[src/hw/rtl/assert_macros.svh]
// assertion helpers for the rtl, sampled on clk_i and disabled while rst_ni is low
`ifndef ASSERT_MACROS_SVH
`define ASSERT_MACROS_SVH

// property must hold at every clock edge out of reset
`define ASSERT_CLK(lbl, prop) \
  lbl: assert property (@(posedge clk_i) disable iff (!rst_ni) (prop)) \
    else $error("%m: assertion failed");

// expression must never be true out of reset
`define ASSERT_NEVER(lbl, expr) \
  lbl: assert property (@(posedge clk_i) disable iff (!rst_ni) !(expr)) \
    else $error("%m: forbidden condition seen");

`endif

[src/hw/rtl/abfs_pkg.sv]
// ---------------------------------------------------------------------------
// abfs_pkg
// types and constants of the adjacency matrix graph search engine
// ---------------------------------------------------------------------------
package abfs_pkg;

  localparam int unsigned VertexCount = 16;
  localparam int unsigned MaxResults  = 16;
  localparam int unsigned SlotW       = $clog2(VertexCount);
  localparam int unsigned CountW      = $clog2(VertexCount + 1);
  localparam int unsigned LabelW      = 16;

  typedef enum logic [1:0] {
    FUNC_VERTEX = 2'd0,
    FUNC_EDGE   = 2'd1,
    FUNC_SEARCH = 2'd2
  } func_e;

  typedef enum logic [1:0] {
    STATUS_OK        = 2'd0,
    STATUS_FULL      = 2'd1,
    STATUS_NOT_FOUND = 2'd2,
    STATUS_VISIT     = 2'd3
  } status_e;

  typedef struct packed {
    logic [1:0]               func;
    logic signed [LabelW-1:0] label_a;
    logic signed [LabelW-1:0] label_b;
    logic signed [LabelW-1:0] distance;
    logic [3:0]               start_index;
  } req_t;

  typedef struct packed {
    logic [1:0]               status;
    logic signed [LabelW-1:0] vertex_label;
    logic                     last;
  } rsp_t;

endpackage

[src/hw/rtl/adjacency_matrix_bfs_engine_unit.sv]
// ---------------------------------------------------------------------------
// adjacency_matrix_bfs_engine_unit
// directed graph engine: vertex table, adjacency matrix and breadth-first search
// ---------------------------------------------------------------------------
// one request enters on in_i when in_valid_i is high and in_stall_o low;
// results leave on out_o when out_valid_o is high and out_stall_i low.
// in_stall_o stays high from acceptance until the last result of the request
// has been loaded into the output register.
// a single label comparator is stepped over the vertex slots, one per cycle.
// insert vertex: one result, ok or full.
// insert edge: one result after at most two label scans.
// search: per visited vertex one row scan over the count vertex slots;
// results come in queue order,
// the last one flagged, at most 16 results.
// unused function code: one ok result.
// reset clears the vertex table, the vertex count and the whole matrix at
// once; a request can be accepted in the first cycle after reset.
// a stalled receiver holds the output register; the sequencer waits with
// the next result until the register is free.
// ---------------------------------------------------------------------------
`include "assert_macros.svh"

module adjacency_matrix_bfs_engine_unit import abfs_pkg::*; (
  input  logic clk_i,
  input  logic rst_ni,
  input  req_t in_i,
  input  logic in_valid_i,
  output logic in_stall_o,
  output rsp_t out_o,
  output logic out_valid_o,
  input  logic out_stall_i
);

  typedef enum logic [5:0] {
    ST_IDLE   = 6'b000001,
    ST_FIND_A = 6'b000010,
    ST_FIND_B = 6'b000100,
    ST_RESP   = 6'b001000,
    ST_POP    = 6'b010000,
    ST_SCAN   = 6'b100000
  } state_e;

  state_e state_q, state_d;

  // only the presence of an edge is observable, so one bit per matrix entry
  logic [VertexCount-1:0]   adj_q [VertexCount];
  logic signed [LabelW-1:0] labels_q [VertexCount];
  logic [SlotW-1:0]         queue_q [VertexCount];

  logic [CountW-1:0] count_q, count_d;
  logic [CountW-1:0] scan_q, scan_d;
  logic [CountW-1:0] head_q, head_d;
  logic [CountW-1:0] tail_q, tail_d;
  logic [VertexCount-1:0] seen_q, seen_d;
  logic [SlotW-1:0] v_q, v_d;
  logic [SlotW-1:0] slot_a_q, slot_a_d;
  logic [1:0] status_q, status_d;
  req_t req_q, req_d;

  logic out_valid_q, out_valid_d;
  rsp_t out_q, out_d;

  logic lab_we;
  logic [SlotW-1:0] lab_waddr;
  logic adj_we;
  logic q_we;
  logic [SlotW-1:0] q_waddr, q_wdata;

  logic can_emit, scan_end, cmp_hit, emit_last;
  logic bfs_active;
  logic signed [LabelW-1:0] cmp_target;

  assign in_stall_o  = (state_q != ST_IDLE);
  assign out_valid_o = out_valid_q;
  assign out_o       = out_q;

  assign can_emit   = !out_valid_q || !out_stall_i;
  assign scan_end   = (scan_q >= count_q);
  assign cmp_target = (state_q == ST_FIND_B) ? req_q.label_b : req_q.label_a;
  assign cmp_hit    = (labels_q[scan_q[SlotW-1:0]] == cmp_target);
  assign emit_last  = (head_q == tail_q) || (head_q == CountW'(MaxResults));
  assign bfs_active = (state_q == ST_POP) || (state_q == ST_SCAN);

  always_comb begin
    state_d    = state_q;
    count_d    = count_q;
    scan_d     = scan_q;
    head_d     = head_q;
    tail_d     = tail_q;
    seen_d     = seen_q;
    v_d        = v_q;
    slot_a_d   = slot_a_q;
    status_d   = status_q;
    req_d      = req_q;
    out_d      = out_q;
    lab_we     = 1'b0;
    lab_waddr  = count_q[SlotW-1:0];
    adj_we     = 1'b0;
    q_we       = 1'b0;
    q_waddr    = tail_q[SlotW-1:0];
    q_wdata    = scan_q[SlotW-1:0];
    out_valid_d = out_valid_q && out_stall_i;

    unique case (state_q)
      ST_IDLE: begin
        if (in_valid_i) begin
          req_d = in_i;
          case (in_i.func)
            FUNC_VERTEX: begin
              if (count_q < CountW'(VertexCount)) begin
                lab_we   = 1'b1;
                count_d  = count_q + 1'b1;
                status_d = STATUS_OK;
              end else begin
                status_d = STATUS_FULL;
              end
              state_d = ST_RESP;
            end
            FUNC_EDGE: begin
              scan_d  = '0;
              state_d = ST_FIND_A;
            end
            FUNC_SEARCH: begin
              q_we    = 1'b1;
              q_waddr = '0;
              q_wdata = in_i.start_index[SlotW-1:0];
              seen_d  = VertexCount'(1) << in_i.start_index[SlotW-1:0];
              head_d  = '0;
              tail_d  = CountW'(1);
              state_d = ST_POP;
            end
            default: begin
              status_d = STATUS_OK;
              state_d  = ST_RESP;
            end
          endcase
        end
      end
      ST_FIND_A: begin
        if (scan_end) begin
          status_d = STATUS_NOT_FOUND;
          state_d  = ST_RESP;
        end else if (cmp_hit) begin
          slot_a_d = scan_q[SlotW-1:0];
          scan_d   = '0;
          state_d  = ST_FIND_B;
        end else begin
          scan_d = scan_q + 1'b1;
        end
      end
      ST_FIND_B: begin
        if (scan_end) begin
          status_d = STATUS_NOT_FOUND;
          state_d  = ST_RESP;
        end else if (cmp_hit) begin
          adj_we   = 1'b1;
          status_d = STATUS_OK;
          state_d  = ST_RESP;
        end else begin
          scan_d = scan_q + 1'b1;
        end
      end
      ST_RESP: begin
        if (can_emit) begin
          out_d.status       = status_q;
          out_d.vertex_label = '0;
          out_d.last         = 1'b1;
          out_valid_d        = 1'b1;
          state_d            = ST_IDLE;
        end
      end
      ST_POP: begin
        v_d     = queue_q[head_q[SlotW-1:0]];
        head_d  = head_q + 1'b1;
        scan_d  = '0;
        state_d = ST_SCAN;
      end
      ST_SCAN: begin
        if (!scan_end) begin
          if (adj_q[v_q][scan_q[SlotW-1:0]] && !seen_q[scan_q[SlotW-1:0]] &&
              (tail_q < CountW'(VertexCount))) begin
            q_we                          = 1'b1;
            seen_d[scan_q[SlotW-1:0]]     = 1'b1;
            tail_d                        = tail_q + 1'b1;
          end
          scan_d = scan_q + 1'b1;
        end else if (can_emit) begin
          out_d.status       = STATUS_VISIT;
          out_d.vertex_label = labels_q[v_q];
          out_d.last         = emit_last;
          out_valid_d        = 1'b1;
          state_d            = emit_last ? ST_IDLE : ST_POP;
        end
      end
      default: begin
        state_d = ST_IDLE;
      end
    endcase
  end

  always_ff @(posedge clk_i or negedge rst_ni) begin
    if (!rst_ni) begin
      state_q      <= ST_IDLE;
      count_q      <= '0;
      scan_q       <= '0;
      head_q       <= '0;
      tail_q       <= '0;
      seen_q       <= '0;
      out_valid_q  <= 1'b0;
      for (int i = 0; i < VertexCount; i++) begin
        labels_q[i] <= '0;
        adj_q[i]    <= '0;
      end
    end else begin
      state_q      <= state_d;
      count_q      <= count_d;
      scan_q       <= scan_d;
      head_q       <= head_d;
      tail_q       <= tail_d;
      seen_q       <= seen_d;
      out_valid_q  <= out_valid_d;
      if (lab_we) begin
        labels_q[lab_waddr] <= in_i.label_a;
      end
      if (adj_we) begin
        adj_q[slot_a_q][scan_q[SlotW-1:0]] <= (req_q.distance != '0);
      end
    end
  end

  always_ff @(posedge clk_i) begin
    v_q      <= v_d;
    slot_a_q <= slot_a_d;
    status_q <= status_d;
    req_q    <= req_d;
    out_q    <= out_d;
    if (q_we) begin
      queue_q[q_waddr] <= q_wdata;
    end
  end

  `ASSERT_CLK(a_count_bound, count_q <= CountW'(VertexCount))
  `ASSERT_CLK(a_head_tail, bfs_active |-> (head_q <= tail_q))
  `ASSERT_CLK(a_busy_after_accept, (in_valid_i && !in_stall_o) |=> in_stall_o)
  `ASSERT_CLK(a_seen_matches_queue, bfs_active |-> (CountW'($countones(seen_q)) == tail_q))
  `ASSERT_NEVER(a_emit_lost, $past(out_valid_q && out_stall_i) && !(out_valid_q && $stable(out_q)))

endmodule
[config.mk]
export PLATFORM = sky130hd
export DESIGN_NAME = adjacency_matrix_bfs_engine_unit
export DESIGN_NICKNAME = d
export VERILOG_FILES = /design/src/hw/rtl/abfs_pkg.sv /design/src/hw/rtl/adjacency_matrix_bfs_engine_unit.sv
export VERILOG_INCLUDE_DIRS = /design/src /design/src/hw/rtl
export SDC_FILE = /design/constraint.sdc
export NUM_CORES = 1
export LEC_CHECK = 0
export ABC_AREA = 1
export BUFFER_PORTS_ARGS = -buffer_cell sky130_fd_sc_hd__buf_2
export CAP_MARGIN = 5
export CORE_UTILIZATION = 30
export CTS_CLUSTER_SIZE = 40
export DETAILED_ROUTE_END_ITERATION = 12
export GPL_TIMING_DRIVEN = 1
export PLACE_DENSITY = 0.49
export SKIP_LAST_GASP = 1
export SYNTH_ARGS = -nofsm -noshare
export SYNTH_HDL_FRONTEND = slang
export SYNTH_SLANG_ARGS = --single-unit
[constraint.sdc]
create_clock -name clk_i -period 10.05 [get_ports clk_i]
set_input_delay 2.01 -clock clk_i [delete_from_list [all_inputs] [get_ports clk_i]]
set_output_delay 2.01 -clock clk_i [all_outputs]
set_load 0.005 [all_outputs]
==> results of run 1 <==
per-layer routing:
| metal | vias to the layer above | share of wire [%] |
|---|---|---|
| met5 | - | 0.0087 |
| met4 | 2 | 2.9 |
| met3 | 238 | 6.3 |
| met2 | 1287 | 45 |
| met1 | 18300 | 46 |
| li1 | 17740 | - |
path summary, 6_finish.rpt:
| check | startpoint | to | slack [ns] | cells after the start |
|---|---|---|---|---|
| setup / recovery | scan_q[0] | adj_q[52] | 4.32 | 19 |
| hold / removal | adj_q[112] | adj_q[112] | 0.48 | 2 |
| setup reg to reg | scan_q[0] | adj_q[52] | 4.32 | 19 |
| hold reg to reg | adj_q[112] | adj_q[112] | 0.48 | 2 |
| max in group asynchronous | rst_ni | labels_q[151] | 6.71 | 3 |
| min in group asynchronous | rst_ni | adj_q[46] | 1.37 | 1 |
registers in the layout (all words and copies together) (netlist names):
name,count
tail_q,5
state_q,6
slot_a_q,4
req_q,48
count_q,5
seen_q,16
head_q,5
status_q,2
labels_q,256
adj_q,256
scan_q,5
out_valid_o,1
queue_q,64
out_o,19
v_q,4
cells in the final DEF, fill, tap and decap left out, drive strengths merged, types with 4 or more instances in the layout:
cell type,count
xor2,8
inv,311
clkinvlp,4
nand2,1848
nand4,520
clkinv,34
o31ai,16
ha,19
edfxtp,141
nor3,8
buf,158
or2,4
dfrtp,554
nand3,332
o21ai,517
o22ai,10
bufinv,9
a21oi,98
o221ai,12
nor4,6
xnor2,6
o211ai,61
clkbuf,112
nor2,502
power by group through the flow:
stage	sequential [uW]	combinational, uW	clock, uW
2_1_floorplan	3150	1010	0
3_3_place_gp	3210	1540	0
3_5_place_dp	3200	1540	0
4_1_cts	3150	1540	3320
5_1_grt	3170	1710	3410
6_report	3150	1540	3250
synth_stat cells (11+ instances only):
cell type  count  share of area [%]
nand3_1      330                4.2
o31ai_1       16               0.30
o221ai_1      12               0.27
o21ai_0      501                6.4
inv_1        301                2.9
edfxtp_1     141                 11
buf_8         11               0.42
nor2_1       494                4.7
a21oi_1       98                1.2
o211ai_1      61                1.2
nand2_1     1846                 18
nand4_1      520                8.2
buf_2         67               0.85
o21ai_1       16               0.20
buf_1         64               0.61
clkbuf_1     279                2.7
dfrtp_1      554                 35
ha_1          19               0.60
buf_6         21               0.60
metrics by stage:
step,instance area (um2),instances
floorplan,39450,5424
global placement,40730,6877
detailed placement,40730,6877
CTS,43620,7036
global route,43620,7036
finish,43620,7036
layout make-up:
| type | instances | area (um2) | area share (%) |
|---|---|---|---|
| flip-flops and latches | 696 | 18130 | 41.56 |
| inverters | 311 | 1190 | 2.728 |
| well taps | 1742 | 2180 | 4.996 |
| multi-input cells | 3970 | 18130 | 41.57 |
| clock buffers | 112 | 2394 | 5.487 |
| clock inverters | 47 | 498.0 | 1.142 |
| repair buffers | 158 | 1101 | 2.524 |
critical path: stages (launching register included):
cell	delay [ns]
dfrtp_4	0.42
buf_4	0.84
buf_4	0.84
nand2_1	0.10
nand2_1	0.10
nand2_1	0.05
nand2_1	0.13
nand2_1	0.06
nand2_1	0.16
nor2_1	0.09
nand2_1	0.06
nand2_1	0.06
nor2_1	0.20
nand2_1	0.10
nor2_2	0.15
nand2_2	0.22
nor2_8	0.79
buf_12	0.70
nand4_1	0.18
nand2_1	0.10
logic make-up (layout without fill, tap and decap cells):
logic type      after synthesis  in the layout  share of synthesized area [%]
simple gates               3220           3220                          35.21
buf+inv                     758            628                          8.185
compound gates              717            717                          9.755
flops                       696            696                          45.94
fa+ha+maj                    19             19                         0.6025
xor+xnor                     14             14                         0.3108
==> flow_summary.toml, run 1 <==
[cts]
cts_resized = 0
insertion_delay_ns = 0.69
ctsRootBufferMaster = "clkbuf_16"
cts_sinks = 696
cts.path.max_buffers = 3
path_clk_slew_ns = 0.07
hold_buffers = 0
postCtsSetupBuffers = 0
numCtsBuffers = 85
cts_max_level = 3
cts_tree = "yes"

[layout]
fillCellCount = 13830
n_antenna_cell = 0
syn_to_final_growth_pct = 10.57
drive_gt1_share_pct = 6.196
post-route-util_pct = 33.56
final_nets = 5299

[logic_synthesis]
synth_seq_area_share_pct = 45.94
yosysWarnings = 0
async_reset_ff_share_pct = 79.74
synthFlopType = "dfrtp_1"
syn_avg_cell_area_um2 = 7.274
synthCells = 5424
synth_edf_count = 141
syn_area_um2 = 39450
syn-num-nets = 5501
ys_ff_latch = 696
ys_types = 38

[sta]
setup_ws_ns = 4.318
tns_ns = 0
skew_ns = 0.03571
whs_ns = 0.4775
finalHoldViolCount = 0
fin_crit_ns = 5.732
rsz0062_at_grt = "false"
setup_violations = 0
drv_slew = 0
finalCritPeriodShare_pct = 57.04
worstMarginPinSlew_ns = 1.216
max_clock_freq_mhz = 174.5
relSlewSlack_pct = 18.96

[flow_run]
max_cap_violations = 0

[route]
wl_um = 148600
drc_errors = 0
drtPass1Iterations = 5
final_antenna_net_count = 0
wl_per_cell_um = 21.12
dr_total_vias = 37570
dr.first_iter.drc_count = 3817
vias_per_cell = 5.340

[setup_path]
cp-end-kind = "register"
crit_type = "register to register"
crit_arrival_ns = 6.35
cp_max_fo = 193
crit_required_ns = 10.67
start_kind = "register"

[worst_hold_path]
hold_class = "register to register"

[global_route]
met1_usage_pct = 30.94
use_met3_pct = 3.125
grt_pass1_wl_um = 225200
grt_pass1_vias = 35390
grt_max_degree = 194
grt_usage_pct = 22.04
antenna_found_initial = 2
use_met2_pct = 34.56
grt.busiest_layer = "met2"
grt_overflow = 0

[placed_design]
dp_hpwl_um = 80400
preCtsSetupSlack_ns = 4.400
io_buffers = 78
gp_congestion = 0.8265

[outcome]
status = "complete, no violations"

[pwr]
p_clk_share_pct = 40.9
p_leak_uw = 0.01941
comb_power_share_pct = 19.4
p_sw_uw = 2580
swShare_pct = 32.48
seq_power_share_pct = 39.7
p_int_uw = 5363
ir_drop_uv = 119.2
power_density_nw_per_um2 = 182.1
design_power_total_uw = 7944

[floorplanning]
start_util_pct = 30.35
ios = 79
die_area_um2 = 133000
row_count = 132
core_um2 = 130000
die_h_um = 364.7
die_width_um = 364.7
(Power assumes the default switching activity.)
==> run 2: changes to the inputs <==
Settings changed: PLACE_DENSITY 0.49 to 0.51.
Clock period 10.05 ns to 4.6 ns, I/O delays scaled along.
==> flow_summary.toml, run 2 (synthesis gave the netlist of run 1 again) <==
[outcome]
status = "complete, no violations"

[setup_path]
start_kind = "register"
worst_path_dominant_cell_family = "simple AND/OR/NAND/NOR gates"
cp_max_fo = 112
cpMostUsedCell = "nand2_1"
crit_arrival_ns = 4.85
crit_path_max_incr_delay_ns = 1.01
crit_slowest_cell = "nor2_2"
crit_required_ns = 5.21
critPathBufInv = 2
cp-end-kind = "register"
crit_chain = "nor2_2 > buf_4 > a21oi_1 > nand2_1 > nand2_1 > nand2_1 > nor2_1 > nand2_1 > nand2_1 > nor2_1 > nand2_1 > nor2_1 > nand2_2 > nor2_8 > buf_12 > nand4_1 > nand2_1"
crit_type = "register to register"

[sta]
relSlewSlack_pct = 9.647
skew_ns = 0.01912
setup_violations = 0
finalHoldViolCount = 0
worstMarginPinSlew_ns = 1.352
max_clock_freq_mhz = 235.5
tns_ns = 0
rsz0062_at_grt = "false"
fin_crit_ns = 4.246
finalCritPeriodShare_pct = 92.30
drv_slew = 0

[route]
dr_total_vias = 37520
dr.first_iter.drc_count = 4005
vias_per_cell = 5.313
wl_per_cell_um = 20.42
final_antenna_net_count = 0
drc_errors = 0
drtPass1Iterations = 5
wl_um = 144200

[global_route]
grt_usage_pct = 21.50
antenna_found_initial = 4
grt_pass1_wl_um = 221300
grt_pass1_vias = 35290
grt_overflow = 0
grt_max_degree = 230

[layout]
drive_gt1_share_pct = 6.657
final_common_cell = "nand2_1"
top_regs = "adj_q: 256 flops, labels_q: 256 flops, queue_q: 64 flops"
final_cell_mix = "nand2_1, dfrtp_1, nand4_1"
final_nets = 5328
syn_to_final_growth_pct = 11.49

[floorplanning]
ios = 79
die_h_um = 364.7
die_area_um2 = 133000
core_um2 = 130000
die_width_um = 364.7
start_util_pct = 30.35
row_count = 132

[flow_run]
max_cap_violations = 0

[cts]
postCtsSetupBuffers = 0
cts_sinks = 696
cts_max_level = 3
cts.path.max_buffers = 3
path_clk_slew_ns = 0.06
numCtsBuffers = 81
insertion_delay_ns = 0.68
ctsRootBufferMaster = "clkbuf_16"
hold_buffers = 0
cts_resized = 0
cts_tree = "yes"

[pwr]
comb_power_share_pct = 20.1
p_sw_uw = 5517
power_density_nw_per_um2 = 390.2
seq_power_share_pct = 39.9
p_clk_share_pct = 40.0
swShare_pct = 32.14
p_leak_uw = 0.01958
ir_drop_uv = 290.8
p_int_uw = 11650
design_power_total_uw = 17170

[placed_design]
dp_hpwl_um = 80430
io_buffers = 78
gp_congestion = 0.8243

[worst_hold_path]
hold_class = "input pin to asynchronous set/reset pin"
-- run 2: worst paths after layout --
check / startpoint / to / slack [ns] / cells after the start
max: scan_q[0] / adj_q[159] / 0.35 / 17
min: rst_ni / adj_q[12] / 0.32 / 1
max reg2reg: scan_q[0] / adj_q[159] / 0.35 / 17
min reg2reg: adj_q[75] / adj_q[75] / 0.48 / 2
max in group asynchronous: rst_ni / labels_q[175] / 3.12 / 2
min in group clk_i: in_i[25] / req_q[25] / 0.41 / 1
-- run 2: worst reg2reg max path, cell delays in order (launching register included) --
cell	delay, ns
dfrtp_4	0.61
nor2_2	1.02
buf_4	0.34
a21oi_1	0.10
nand2_1	0.09
nand2_1	0.05
nand2_1	0.11
nor2_1	0.06
nand2_1	0.05
nand2_1	0.05
nor2_1	0.09
nand2_1	0.08
nor2_1	0.26
nand2_2	0.27
nor2_8	0.20
buf_12	0.46
nand4_1	0.22
nand2_1	0.11
-- run 2: final cells by class --
| class | instances | area, um2 |
|---|---|---|
| Fill cell | 13890 | 85990 |
| Inverter | 311 | 1190 |
| Sequential cell | 696 | 18130 |
| Multi-Input combinational cell | 3970 | 18120 |
| Clock inverter | 39 | 466.7 |
| Antenna cell | 1 | 2.502 |
| Clock buffer | 111 | 2323 |
| Timing Repair Buffer | 191 | 1574 |
| Tap cell | 1742 | 2180 |
-- run 2: metal layers --
metal  track usage, %  part of all wire [%]
met3            2.729                   6.1
met1            30.90                    47
met2            33.33                    45
met4            6.813                   2.7
met5                0                     0
-- run 2: power by group through the flow --
stage                     Clock [uW]  Combinational, uW  Sequential, uW
final                           6870               3440            6850
after floorplan                    0               2210            6870
after CTS                       7020               3440            6850
after global routing            7250               3810            6880
after detailed placement           0               3420            6960
after global placement             0               3400            6960
-- run 2: per-stage QoR --
step | setup WS, ns | area (um2) | cells | hold slack (ns) | utilization [%]
3_5_place_dp | 0.4851 | 41200 | 6910 | 0.4613 | 31.69
6_report | 0.3543 | 43990 | 7061 | 0.3205 | 33.84
5_1_grt | 0.1995 | 43990 | 7060 | 0.3867 | 33.84
3_3_place_gp | 0.5234 | 41190 | 6909 | 0.4591 | 31.69
2_1_floorplan | 0.8297 | 39460 | 5424 | 0.4442 | -
4_1_cts | 0.4605 | 43990 | 7060 | 0.3455 | 33.84
